===== src/hw/rtl/crb_pkg.sv =====
// shared types, constants and helpers for the clipped raster-operation blitter
// used by crb_regs, crb_ctrl, crb_dp and clipped_rop_blitter; no dependencies
package crb_pkg;

  localparam int unsigned COORD_W = 8;
  localparam int unsigned DIM_W   = 9;
  localparam int unsigned PIX_W   = 32;
  localparam int unsigned ADDR_W  = 2 * COORD_W;
  localparam int unsigned DEPTH   = 1 << ADDR_W;
  localparam int unsigned MAX_DIM = 1 << COORD_W;
  localparam int unsigned OP_W    = 3;
  localparam int unsigned ROP_W   = 3;
  localparam int unsigned IN_W    = 88;
  localparam int unsigned OUT_W   = 56;
  localparam int unsigned CFG_AW  = 4;
  localparam int unsigned CFG_DW  = 32;

  typedef enum logic [OP_W-1:0] {
    OP_WR_SRC = 3'd0,
    OP_WR_DST = 3'd1,
    OP_RD_SRC = 3'd2,
    OP_RD_DST = 3'd3,
    OP_BLIT   = 3'd4
  } op_e;

  typedef enum logic [ROP_W-1:0] {
    ROP_SRCCOPY   = 3'd0,
    ROP_SRCAND    = 3'd1,
    ROP_SRCPAINT  = 3'd2,
    ROP_SRCINVERT = 3'd3
  } rop_e;

  typedef enum logic [1:0] {
    REG_SRC_W = 2'd0,
    REG_SRC_H = 2'd1,
    REG_DST_W = 2'd2,
    REG_DST_H = 2'd3
  } reg_e;

  typedef enum logic [2:0] {
    ST_IDLE,
    ST_EXEC,
    ST_RDWAIT,
    ST_BLIT,
    ST_DRAIN,
    ST_DONE
  } state_e;

  typedef struct packed {
    logic [DIM_W-1:0] src_w;
    logic [DIM_W-1:0] src_h;
    logic [DIM_W-1:0] dst_w;
    logic [DIM_W-1:0] dst_h;
  } dims_t;

  typedef struct packed {
    logic load_in;
    logic exec;
    logic blit_step;
    logic capture;
    logic load_out;
  } cmd_t;

  typedef struct packed {
    logic is_read;
    logic is_run;
    logic blit_last;
  } stat_t;

  function automatic logic [DIM_W-1:0] sat_dim(input logic [DIM_W-1:0] v);
    return (v > DIM_W'(MAX_DIM)) ? DIM_W'(MAX_DIM) : v;
  endfunction

  function automatic logic [DIM_W-1:0] min_dim(input logic [DIM_W-1:0] a,
                                               input logic [DIM_W-1:0] b);
    return (a < b) ? a : b;
  endfunction

endpackage


===== src/hw/rtl/crb_ctrl.sv =====
// controller state machine: sequences access, blit sweep and result handoff
// depends on crb_pkg; drives crb_dp through cmd_t, reads stat_t back
module crb_ctrl (
  input  logic           clk_i,
  input  logic           rst_ni,
  input  logic           in_valid_i,
  output logic           in_ready_o,
  output logic           out_valid_o,
  input  logic           out_ready_i,
  input  crb_pkg::stat_t stat_i,
  output crb_pkg::cmd_t  cmd_o
);

  crb_pkg::state_e state_q, state_d;
  logic            out_valid_q, out_valid_d;
  logic            load_out;

  assign load_out = (state_q == crb_pkg::ST_DONE) && (!out_valid_q || out_ready_i);

  always_comb begin
    state_d = state_q;
    unique case (state_q)
      crb_pkg::ST_IDLE:   if (in_valid_i) state_d = crb_pkg::ST_EXEC;
      crb_pkg::ST_EXEC: begin
        if (stat_i.is_read) begin
          state_d = crb_pkg::ST_RDWAIT;
        end else if (stat_i.is_run) begin
          state_d = crb_pkg::ST_BLIT;
        end else begin
          state_d = crb_pkg::ST_DONE;
        end
      end
      crb_pkg::ST_RDWAIT: state_d = crb_pkg::ST_DONE;
      crb_pkg::ST_BLIT:   if (stat_i.blit_last) state_d = crb_pkg::ST_DRAIN;
      crb_pkg::ST_DRAIN:  state_d = crb_pkg::ST_DONE;
      crb_pkg::ST_DONE:   if (load_out) state_d = crb_pkg::ST_IDLE;
      default:            state_d = crb_pkg::ST_IDLE;
    endcase
  end

  always_comb begin
    in_ready_o        = (state_q == crb_pkg::ST_IDLE);
    cmd_o.load_in     = (state_q == crb_pkg::ST_IDLE) && in_valid_i;
    cmd_o.exec        = (state_q == crb_pkg::ST_EXEC);
    cmd_o.blit_step   = (state_q == crb_pkg::ST_BLIT);
    cmd_o.capture     = (state_q == crb_pkg::ST_RDWAIT);
    cmd_o.load_out    = load_out;
    out_valid_d       = load_out ? 1'b1 : (out_ready_i ? 1'b0 : out_valid_q);
  end

  assign out_valid_o = out_valid_q;

  always_ff @(posedge clk_i or negedge rst_ni) begin
    if (!rst_ni) begin
      state_q     <= crb_pkg::ST_IDLE;
      out_valid_q <= 1'b0;
    end else begin
      state_q     <= state_d;
      out_valid_q <= out_valid_d;
    end
  end

endmodule


===== config.mk =====
export PLATFORM = sky130hd
export DESIGN_NAME = crb_ctrl
export DESIGN_NICKNAME = d
export VERILOG_FILES = /design/src/hw/rtl/crb_pkg.sv /design/src/hw/rtl/crb_ctrl.sv
export SDC_FILE = /design/constraint.sdc
export NUM_CORES = 1
export LEC_CHECK = 0
export BUFFER_PORTS_ARGS = -buffer_cell sky130_fd_sc_hd__buf_2
export CAP_MARGIN = 0
export CORE_AREA = 2 2 39 41
export DETAILED_ROUTE_END_ITERATION = 8
export DIE_AREA = 0 0 41 43
export SLEW_MARGIN = 10
export SYNTH_ARGS = -nofsm -noshare
export SYNTH_HDL_FRONTEND = slang
export SYNTH_SLANG_ARGS = --single-unit

===== constraint.sdc =====
create_clock -name clk_i -period 1.1 [get_ports clk_i]
set_clock_uncertainty 0.1 [all_clocks]
set_input_delay 0.165 -clock clk_i [delete_from_list [all_inputs] [get_ports clk_i]]
set_output_delay 0.165 -clock clk_i [all_outputs]
set_load 0.05 [all_outputs]

== After elaboration in Yosys (flattened, before gate mapping) ==
Index checks and enable logic that the tools add are counted.
W data, S select, Z words.

* Register bits after elaboration: 4
* Input port bits: 7
* Output and inout port bits: 7
* Word-level logic and storage cells: 26

* Equality and inequality tests: 8
* Mux-type cells: 8
* Reduce and logical (&&, ||, !) cells: 8

{| class="wikitable"
|+ Operators by type and width
! cell !! number
|-
| $mux W3 || 5
|-
| $pmux W3 S5 || 1
|-
| $eq A3 B2 Y1 const B || 2
|-
| $eq A3 B3 Y1 const B || 2
|-
| $ne A2 B2 Y1 const B || 3
|-
| $eq A3 B1 Y1 const B || 1
|-
| $logic_not A3 Y1 || 1
|-
| $reduce_and A3 Y1 || 1
|-
| $logic_and A1 B1 Y1 || 2
|-
| $mux W1 || 2
|-
| $reduce_bool A2 Y1 || 1
|-
| $reduce_or A2 Y1 || 1
|-
| $logic_not A1 Y1 || 1
|-
| $logic_or A1 B1 Y1 || 1
|}

== Logic depth before layout (Yosys ltp) ==
* Depth after elaboration: 5
* Gate-level depth with buffers: 4

== Worst setup path before layout ==
Ideal clock, no wire load.

* Path kind: register to output
* From: register state_q[1]
* To: output port cmd_o[4] (netlist bit)
* Arrival time: 1.731 ns
* Slack: -0.896 ns
* Cell stages (with the launch flop): 4
* Buffers on the path: 1
* Path through: dfrtp_1 -> buf_4 -> nor3_2 -> and2_1

{| class="wikitable"
|+ RTL lines
! what !! line !! source
|-
| start: declaration || crb_ctrl.sv:14 || <nowiki>crb_pkg::state_e state_q, state_d;</nowiki>
|-
| start signal: assignment || crb_ctrl.sv:55 || <nowiki>state_q <= crb_pkg::ST_IDLE;</nowiki>
|-
| start signal: assignment || crb_ctrl.sv:58 || <nowiki>state_q <= state_d;</nowiki>
|-
| end: declaration || crb_ctrl.sv:11 || <nowiki>output crb_pkg::cmd_t cmd_o</nowiki>
|}

==> flow_summary.yaml <==
finish:
  multi_input_area_um2: 191.4
  seq_area_um2: 105.1
  final_layout_size_suffix_gt1_share_pct: 75.00
  final_core_util_pct: 42.68
  areaGrowthSynthToFinish_pct: 104.3
  fin_area_um2: 590.6
  num-fill-cells: 142
  num_antenna_cells: 0
  layout.nets: 68
setup_path:
  reg2reg_slack_ns: -0.31
  slowest_stage: "dfrtp_2"
  cp_num_buf_inv: 1
  worstPathRequired_ns: 0.83
  worstPathArrival_ns: 1.18
  crit_type: "register to output pin"
  crit_chain: "nor3_4 -> and2_4 -> buf_8"
  crit_path_start_kind: "register"
  end_kind: "output pin"
  cpLargestDelayFamily: "flip-flops"
  path_max_fanout: 5
  crit_path_max_incr_delay_ns: 0.44
synthesis:
  synthTopCellsByArea: "dfrtp_1 35%, buf_4 7.8%, nor3_1 6.9%"
  ys.flop_type: "dfrtp_1"
  synth_warnings: 0
  synth_largest_area_cell: "dfrtp_1"
  syn_area_um2: 289.0
  yosysSeqAreaShare_pct: 34.63
  synth_common_cells: "4 x dfrtp_1, 4 x nor3_1, 3 x a21oi_1, 3 x buf_4, 3 x nor2_1"
  synth_enable_flop_cells: 0
  async_flop_share_pct: 100.0
  postSynthCellCount: 32
  syn_nets: 39
  synth_cell_types: 18
  synth_top_area_share_pct: 34.63
  synth.avg_cell_area_um2: 9.032
  synth-seq-cells: 4
timing:
  final_max_slew_viol_count: 0
  fin_crit_sh_pct: 131.3
  hold_violations: 0
  setup_viol_count_final: 9
  max_freq_ghz: 0.6925
  slew_headroom_pct: 84.66
  finalCriticalPeriod_ns: 1.444
  rsz0062_at_grt: "true"
  fin_ws_ns: -0.3441
  tightest_slew_ns: 0.2284
global_routing:
  grt_max_degree: 7
  grt_overflow: 0
  grt_pass1_vias: 311
  grt_pass1_wl_um: 1338
  antenna_found_initial: 0
  grt_usage_pct: 11.98
placement:
  gp_congestion: 0.8306
  port_buffers: 13
  pre_cts_ws_ns: -0.2275
  placed_cell_area_um2: 459.2
  dp_hpwl_um: 606.9
min_path:
  min_path_type: "input port to register"
floorplan:
  start_util_pct: 20.89
  io_pins: 14
  coreArea_um2: 1384
  die_w_um: 41
  dieArea_um2: 1763
  num_rows: 14
  die_y_um: 43
cts:
  cts.clk_slew.worst_paths_ns: 0.05
  cts_tree: "yes"
  cts_sinks: 4
  cts_max_level: 1
  root_buffer: "clkbuf_4"
  cts.path.max_buffers: 2
  clkLatencyLatePin_ns: 0.25
  numCtsBuffers: 3
detailed_routing:
  firstDrtPassIters: 4
  vias_per_cell: 4.447
  vias: 338
  post_drt_wl_per_cell_um: 11.66
  routed_wl_um: 886
  ant_nets: 0
  drc: 0
  drtIter0Drc: 7
outcome:
  status: "complete, but fails checks"
  violations: "setup timing"
flow_run:
  max-cap-violations: 0
pwr:
  power_density_nw_per_um2: 3725
  ir_drop_v: 0.001783
  p_leak_nw: 0.2738
[cell usage in the layout, fill, tap and decap left out]
cell,netlist,layout
clkbuf_4,0,3
nor2_1,3,1
nor2_4,0,2
clkbuf_1,0,1
buf_4,3,9
o221a_2,1,1
nor3_4,0,2
nand2b_4,1,1
inv_1,2,2
and2_4,0,1
a21oi_2,0,1
a211o_1,1,1
a21oi_1,3,2
and2b_1,1,1
nand2_1,2,2
buf_2,0,7
o21bai_1,1,1
dfrtp_2,0,4
buf_8,0,1
dlygate4sd3_1,0,1
nor3_1,4,2
o21ai_2,1,1
a211oi_1,1,1
o31ai_2,1,1
buf_6,1,10
nor3_2,1,1
[layout make-up]
type	instances	share of cell area, %
clock buffer	4	4.449
inverter	2	1.271
multi-input combinational	22	32.42
sequential	4	17.80
tap	16	3.390
timing repair buffer	28	40.68
[per-layer routing]
layer  global-route usage (%)  vias up  part of all wire, %
li1                         -      169                    -
met1                    14.61      149                   42
met2                    15.63       18                   47
met3                    7.853        2                  8.9
met4                    6.000        0                  1.6
met5                        0        -                    0
[final timing paths]
kind,from,end,cells after the start
max,state_q[2],cmd_o[4],3
min,stat_i[0],state_q[1],2
max reg2reg,state_q[2],state_q[0],6
min reg2reg,state_q[1],out_valid_o,1
max in group asynchronous,rst_ni,state_q[2],2
min in group asynchronous,rst_ni,out_valid_o,2
[flip-flops by register name, summed over array words and instances, names as in the netlist]
signal       count
state_q          3
out_valid_o      1
[stage by stage]
step | TNS, ns | total power [mW] | hold WS [ns] | instances
after floorplan | -1.362 | 1.324 | -0.2306 | 32
after global placement | -1.344 | 1.652 | -0.1194 | 68
after detailed placement | -1.438 | 1.657 | -0.1164 | 68
after CTS | -2.628 | 2.140 | 0.01337 | 75
after global routing | -3.050 | 2.326 | 0.02920 | 76
final | -2.559 | 2.200 | 0.02297 | 76
[worst register-to-register path, stage by stage, from the launching register on]
cell and delay [ns]:
dfrtp_2 0.44, buf_4 0.15, buf_6 0.11, buf_6 0.11
o21ai_2 0.11, a21oi_2 0.05, o31ai_2 0.23
[logic make-up (layout without fill, tap and decap cells)]
group / count (synthesis) / in the layout / synth area share [%]
AO/OA/AOI/OAI: 9 / 9 / 24.68
buffers and inverters: 6 / 34 / 14.29
flip-flops: 4 / 4 / 34.63
AND/OR/NAND/NOR: 13 / 13 / 26.41
[timing repair]
action                     CTS  global route
gates cloned                 0             0
hold endpoints to repair     4             0
pin swaps                    1             3
setup endpoints to repair   10            10
setup buffers                2             2
resized for setup           19             5
hold buffers                 1             0
[report_power, final]
group	internal, mW	switching, mW
Clock	0.137	0.0783
Sequential	0.237	0.130
Combinational	0.783	0.834
(Power assumes the default switching activity.)
