## src/hw/rtl/crb_pkg.sv

```systemverilog
// shared types, constants and helpers for the clipped raster-operation blitter
// used by crb_regs, crb_ctrl, crb_dp and clipped_rop_blitter; no dependencies
package crb_pkg;

  localparam int unsigned COORD_W = 8;
  localparam int unsigned DIM_W   = 9;
  localparam int unsigned PIX_W   = 32;
  localparam int unsigned ADDR_W  = 2 * COORD_W;
  localparam int unsigned DEPTH   = 1 << ADDR_W;
  localparam int unsigned MAX_DIM = 1 << COORD_W;
  localparam int unsigned OP_W    = 3;
  localparam int unsigned ROP_W   = 3;
  localparam int unsigned IN_W    = 88;
  localparam int unsigned OUT_W   = 56;
  localparam int unsigned CFG_AW  = 4;
  localparam int unsigned CFG_DW  = 32;

  typedef enum logic [OP_W-1:0] {
    OP_WR_SRC = 3'd0,
    OP_WR_DST = 3'd1,
    OP_RD_SRC = 3'd2,
    OP_RD_DST = 3'd3,
    OP_BLIT   = 3'd4
  } op_e;

  typedef enum logic [ROP_W-1:0] {
    ROP_SRCCOPY   = 3'd0,
    ROP_SRCAND    = 3'd1,
    ROP_SRCPAINT  = 3'd2,
    ROP_SRCINVERT = 3'd3
  } rop_e;

  typedef enum logic [1:0] {
    REG_SRC_W = 2'd0,
    REG_SRC_H = 2'd1,
    REG_DST_W = 2'd2,
    REG_DST_H = 2'd3
  } reg_e;

  typedef enum logic [2:0] {
    ST_IDLE,
    ST_EXEC,
    ST_RDWAIT,
    ST_BLIT,
    ST_DRAIN,
    ST_DONE
  } state_e;

  typedef struct packed {
    logic [DIM_W-1:0] src_w;
    logic [DIM_W-1:0] src_h;
    logic [DIM_W-1:0] dst_w;
    logic [DIM_W-1:0] dst_h;
  } dims_t;

  typedef struct packed {
    logic load_in;
    logic exec;
    logic blit_step;
    logic capture;
    logic load_out;
  } cmd_t;

  typedef struct packed {
    logic is_read;
    logic is_run;
    logic blit_last;
  } stat_t;

  function automatic logic [DIM_W-1:0] sat_dim(input logic [DIM_W-1:0] v);
    return (v > DIM_W'(MAX_DIM)) ? DIM_W'(MAX_DIM) : v;
  endfunction

  function automatic logic [DIM_W-1:0] min_dim(input logic [DIM_W-1:0] a,
                                               input logic [DIM_W-1:0] b);
    return (a < b) ? a : b;
  endfunction

endpackage

```

## src/hw/rtl/crb_regs.sv

```systemverilog
// surface size registers behind the apb-style configuration port
// depends on crb_pkg; hands saturated sizes to the datapath
module crb_regs (
  input  logic                        clk_i,
  input  logic                        rst_ni,
  input  logic                        psel,
  input  logic                        penable,
  input  logic                        pwrite,
  input  logic [crb_pkg::CFG_AW-1:0]  paddr,
  input  logic [crb_pkg::CFG_DW-1:0]  pwdata,
  output logic [crb_pkg::CFG_DW-1:0]  prdata,
  output logic                        pready,
  output crb_pkg::dims_t              dims_o
);

  logic [crb_pkg::DIM_W-1:0] src_w_q, src_h_q, dst_w_q, dst_h_q;
  logic                      wr_en;
  crb_pkg::reg_e             sel;

  assign pready = 1'b1;
  assign wr_en  = psel & penable & pwrite;
  assign sel    = crb_pkg::reg_e'(paddr[3:2]);

  always_ff @(posedge clk_i or negedge rst_ni) begin
    if (!rst_ni) begin
      src_w_q <= crb_pkg::DIM_W'(crb_pkg::MAX_DIM);
      src_h_q <= crb_pkg::DIM_W'(crb_pkg::MAX_DIM);
      dst_w_q <= crb_pkg::DIM_W'(crb_pkg::MAX_DIM);
      dst_h_q <= crb_pkg::DIM_W'(crb_pkg::MAX_DIM);
    end else if (wr_en) begin
      unique case (sel)
        crb_pkg::REG_SRC_W: src_w_q <= pwdata[crb_pkg::DIM_W-1:0];
        crb_pkg::REG_SRC_H: src_h_q <= pwdata[crb_pkg::DIM_W-1:0];
        crb_pkg::REG_DST_W: dst_w_q <= pwdata[crb_pkg::DIM_W-1:0];
        crb_pkg::REG_DST_H: dst_h_q <= pwdata[crb_pkg::DIM_W-1:0];
        default: ;
      endcase
    end
  end

  always_comb begin
    unique case (sel)
      crb_pkg::REG_SRC_W: prdata = crb_pkg::CFG_DW'(src_w_q);
      crb_pkg::REG_SRC_H: prdata = crb_pkg::CFG_DW'(src_h_q);
      crb_pkg::REG_DST_W: prdata = crb_pkg::CFG_DW'(dst_w_q);
      crb_pkg::REG_DST_H: prdata = crb_pkg::CFG_DW'(dst_h_q);
      default:            prdata = '0;
    endcase
  end

  assign dims_o.src_w = crb_pkg::sat_dim(src_w_q);
  assign dims_o.src_h = crb_pkg::sat_dim(src_h_q);
  assign dims_o.dst_w = crb_pkg::sat_dim(dst_w_q);
  assign dims_o.dst_h = crb_pkg::sat_dim(dst_h_q);

endmodule

```

## config.mk

```make
export PLATFORM = sky130hd
export DESIGN_NAME = crb_regs
export DESIGN_NICKNAME = d
export VERILOG_FILES = /design/src/hw/rtl/crb_pkg.sv /design/src/hw/rtl/crb_regs.sv
export SDC_FILE = /design/constraint.sdc
export NUM_CORES = 1
export LEC_CHECK = 0
export CAP_MARGIN = 10
export CORE_MARGIN = 4
export CORE_UTILIZATION = 43
export CTS_CLUSTER_SIZE = 20
export DETAILED_ROUTE_END_ITERATION = 10
export DONT_BUFFER_PORTS = 1
export PLACE_DENSITY = 0.59
export SYNTH_ARGS = -nofsm -noshare
export SYNTH_HDL_FRONTEND = slang
export SYNTH_SLANG_ARGS = --single-unit
```

## constraint.sdc

```tcl
create_clock -name clk_i -period 1.1 [get_ports clk_i]
set_input_delay 0.055 -clock clk_i [delete_from_list [all_inputs] [get_ports clk_i]]
set_output_delay 0.055 -clock clk_i [all_outputs]
set_load 0.005 [all_outputs]
```

== After elaboration in Yosys (flattened, before gate mapping) ==
Cells that the tools add are included.

* Logic and storage cells: 23
* Output and inout bits: 69
* Bits in registers: 36

* Magnitude comparators: 4
* Bitwise logic cells: 2
* Reduce and logical (&&, ||, !) cells: 5
* Multiplexer cells: 5
* Eq/ne operators: 3

{| class="wikitable"
|+ Operator list
! cell !! count
|-
| one-hot mux 32 bit (4 select lines) || 1
|-
| > comparator 9 bit, second input constant || 4
|-
| two-way mux 9 bit || 4
|-
| AND reduction 2 bit || 4
|-
| equality test 2 bit, second input constant || 2
|-
| bitwise AND 1 bit || 2
|-
| equality test 2 x 1 -> 1 bit, second input constant || 1
|-
| logical NOT 2 bit || 1
|}

== Depth between registers and ports, before layout ==
* Word-level depth: 3
* Gate-level depth with buffers: 4
* Depth with buffers taken out: 3

== Worst setup path before layout ==
Ideal clock, no wire load.

* Path type: reg-to-output
* Start point: reg src_h_q[8] (netlist bit)
* End point: out prdata[8] (netlist bit)
* Slack: 2 ps
* Cell stages (with the launch flop): 3
* Data arrival time: 1043 ps
* Data required time: 1045 ps
* Cells stage by stage: dfstp_2 > clkbuf_1 > mux4_2

* Word-level cells in the longest chain between the ends: 1

{| class="wikitable"
|+ Ends and longest elaborated chain
! item !! RTL line !! text
|-
| from (decl) || crb_regs.sv:16 || <nowiki>logic [crb_pkg::DIM_W-1:0] src_w_q, src_h_q, dst_w_q, dst_h_q;</nowiki>
|-
| from (signal assigned) || crb_regs.sv:27 || <nowiki>src_h_q <= crb_pkg::DIM_W'(crb_pkg::MAX_DIM);</nowiki>
|-
| from (signal assigned) || crb_regs.sv:33 || <nowiki>crb_pkg::REG_SRC_H: src_h_q <= pwdata[crb_pkg::DIM_W-1:0];</nowiki>
|-
| one-hot mux 32 bit (4 select lines) || crb_regs.sv:42 || <nowiki>unique case (sel)</nowiki>
|-
| to (decl) || crb_regs.sv:11 || <nowiki>output logic [crb_pkg::CFG_DW-1:0] prdata,</nowiki>
|}

Every way passes these cells. The select of a mux whose other input is x is not followed.

== Final worst setup path ==
* Start point: reg dst_h_q[8] (netlist bit)
* End point: out prdata[8] (netlist bit)

* Word-level cells in the longest chain between the ends: 1

{| class="wikitable"
|+ Ends and longest elaborated chain
! item !! RTL line !! text
|-
| from (decl) || crb_regs.sv:16 ||
|-
| from (signal assigned) || crb_regs.sv:29 || <nowiki>dst_h_q <= crb_pkg::DIM_W'(crb_pkg::MAX_DIM);</nowiki>
|-
| from (signal assigned) || crb_regs.sv:35 || <nowiki>crb_pkg::REG_DST_H: dst_h_q <= pwdata[crb_pkg::DIM_W-1:0];</nowiki>
|-
| one-hot mux 32 bit (4 select lines) || crb_regs.sv:42 ||
|}

Every way passes these cells. The select of a mux whose other input is x is not followed.

==> out/metrics.yaml <==
synthesis:
  synth_xor_area_share_pct: 0
  avgSynthCellArea_um2: 13.6
  netlist_area_mm2: 0.00212
  synth.distinct_cells: 17
  synth_mux_area_share_pct: 32.9
  synth.largest_area_cell: "dfrtp_1"
  syn-instance-count: 156
  synth-seq-cells: 36
  synthTopCellsByArea: "dfrtp_1, mux2_4, mux2_2"
  synth_top_area_share_pct: 37.7
  synth_top_family_by_area: "multiplexers"
  synth_adder_area_share_pct: 0
  ys_seq_area_share_pct: 42.6
  yosys_warnings: 0
  yosys.area_share.simple_pct: 12.3
  synth_compound_gate_area_share_pct: 0
setup_path:
  path_depth: 1
  critPathBufInv: 0
  endpoint: "prdata[8]"
  timing.rr.end: "dst_w_q[4]"
  critPathLaunch: "dst_h_q[8]"
  max_stage_delay_ns: 0.51
  crit_family: "multiplexers"
  crit_type: "reg2out"
  cp-start-kind: "flop"
  end_kind: "primary output"
  required_ns: 1.04
  cp_max_fo: 6
  r2r_start: "dst_w_q[4]"
  regToRegSetupSlack_ns: 0.09
  cpMaxStageDelayCell: "mux4_2"
  r2r_cells: 3
  arrival_ns: 1.20
  path_cells: "mux4_2"
placed_design:
  portBuffers: 0
  post-dp-hpwl_um: 3590
  pre_cts_ws_ns: 0.0196
  placed_area_mm2: 0.00213
  placed_cells: 221
  place.gp.congestion: 0.716
cells_and_area:
  drive_gt1_share_pct: 60.8
  diodes: 0
  design_area_mm2: 0.00267
  nNetsFinal: 239
  final_cells: 266
  syn2layout_area_growth_pct: 25.7
floorplanning:
  dieWidth_um: 78.3
  rows: 25
  ios: 110
  initial_core_util_pct: 44.7
  fp.dieArea_mm2: 0.00613
  core_area_mm2: 0.00475
  die_h_um: 78.3
routing:
  drc_errors: 0
  final_antenna_net_count: 0
  routedWlPerCell_um: 19.6
  num_vias: 1334
  totalWireLength_um: 5220
  drt-initial-drc-count: 77
  dr.pass1.iters: 4
  routed_via_density: 5.02
clocking:
  cts_made_buffers: 5
  clk_pin_slew_ns: 0.07
  h-tree-depth: 2
  cts_max_path_buffers: 2
  insertion_delay_ns: 0.28
  cts_tree: "built"
  cts_root_buf: "clkbuf_8"
  clock-sinks: 36
grt:
  antenna_found_initial: 0
  grt_usage_pct: 17.7
  grt_max_degree: 37
  grt_pass1_wl_um: 8280
  first_global_vias: 1435
  grt.overflow.total: 0
power_and_ir_drop:
  power.density_mw_per_mm2: 1760
  p_leak_nw: 1.23
  peakVddDrop_uv: 970
  power_mw: 4.69
sta:
  fin_crit_ns: 1.26
  grt_setup_unrepaired: "true"
  setup_viol: 37
  slew_viol_final: 0
  period_share_pct: 114
  skew_ns: 0
  postLayoutSetupSlackWorst_ns: -0.158
  hold_violations: 0
  fmax_mhz: 795
outcome:
  violations: "negative setup slack"
  status: "complete, but fails checks"
worst_hold_path:
  hp-class: "in2reg"
flow_run:
  maxCapViolations: 0
[worst min-delay path by stage]
stage / to / from / depth (start not counted) / slack, ns
global placement: src_h_q[1] / rst_ni / 0 / -0.24
detailed placement: src_h_q[1] / rst_ni / 0 / -0.24
CTS: dst_h_q[3] / paddr[3] / 2 / 0.09
finish: dst_h_q[3] / paddr[3] / 2 / 0.10
floorplan: dst_h_q[0] / rst_ni / 0 / -0.24
global route: dst_h_q[3] / paddr[3] / 2 / 0.09
[area by class of cell]
class,instances,area (µm²)
well taps,67,83.8
fillers,413,2080
multi-input cells,106,1140
flip-flops and latches,36,906
repair buffers,49,447
clock buffers,8,90.1
[metal layers]
layer,GRT usage [%],up-vias,part of all wire (%)
li1,-,571,-
met1,21.8,693,41
met2,31.3,63,51
met3,4.36,7,6.4
met4,4.20,0,1.1
met5,0,-,0
[stage by stage]
step / utilization (%) / setup TNS, ns / hold slack, ns
after floorplan: - / 0 / -0.241
after global placement: 44.8 / 0 / -0.239
final: 56.2 / -2.48 / 0.105
after CTS: 53.9 / -2.64 / 0.0937
after detailed placement: 44.8 / 0 / -0.239
after global routing: 56.2 / -4.27 / 0.0914
[registers in the layout (all words and copies together), names as in the netlist]
name / flops
dst_h_q: 9
dst_w_q: 9
src_h_q: 9
src_w_q: 9
[cell families (layout without fill, tap and decap cells)]
family	Yosys count	after routing
DFF	36	36
and+or+nand+nor	37	37
other	2	24
muxes	45	45
buffers and inverters	36	57
[power breakdown]
| group | internal (mW) | switching, mW | total (mW) | leakage [nW] |
|---|---|---|---|---|
| Combinational | 1.15 | 0.673 | 1.82 | 0.751 |
| Sequential | 1.66 | 0.248 | 1.91 | 0.434 |
| Clock | 0.511 | 0.450 | 0.961 | 0.0455 |
| Total | 3.32 | 1.37 | 4.69 | 1.23 |
[cell usage after synthesis]
master / number
clkbuf_4: 1
buf_6: 3
mux2_4: 18
clkbuf_1: 8
nor2b_1: 32
dfrtp_1: 32
mux2_2: 18
and3b_1: 1
mux4_2: 3
nand3_4: 1
conb_1: 2
buf_4: 24
and3_4: 1
nand3b_2: 1
nor3b_2: 1
dfstp_2: 4
mux4_1: 6
[placed cells by master, fill, tap and decap left out]
master and count:
clkbuf_8 6, mux2_2 18, dfrtp_1 32, dlygate4sd3_1 10, buf_4 29, buf_6 7
nor2b_1 9, buf_8 2, nor2b_2 11, dfstp_2 4, nor2b_4 12, nor3b_2 1
conb_1 24, mux2_4 18, and3_4 1, nand3b_2 1, clkbuf_1 2, and3b_1 1
nand3_4 1, mux4_2 9, buf_12 1
[what timing repair did]
action                                  CTS  global route
endpoints found under the setup margin   31            40
pin swaps                                 0             0
hold endpoints to repair                 72             0
hold buffers                             11             0
setup buffers                            23             3
gates resized for setup                  30            22
Note: power is estimated with default switching activity, not from simulation.
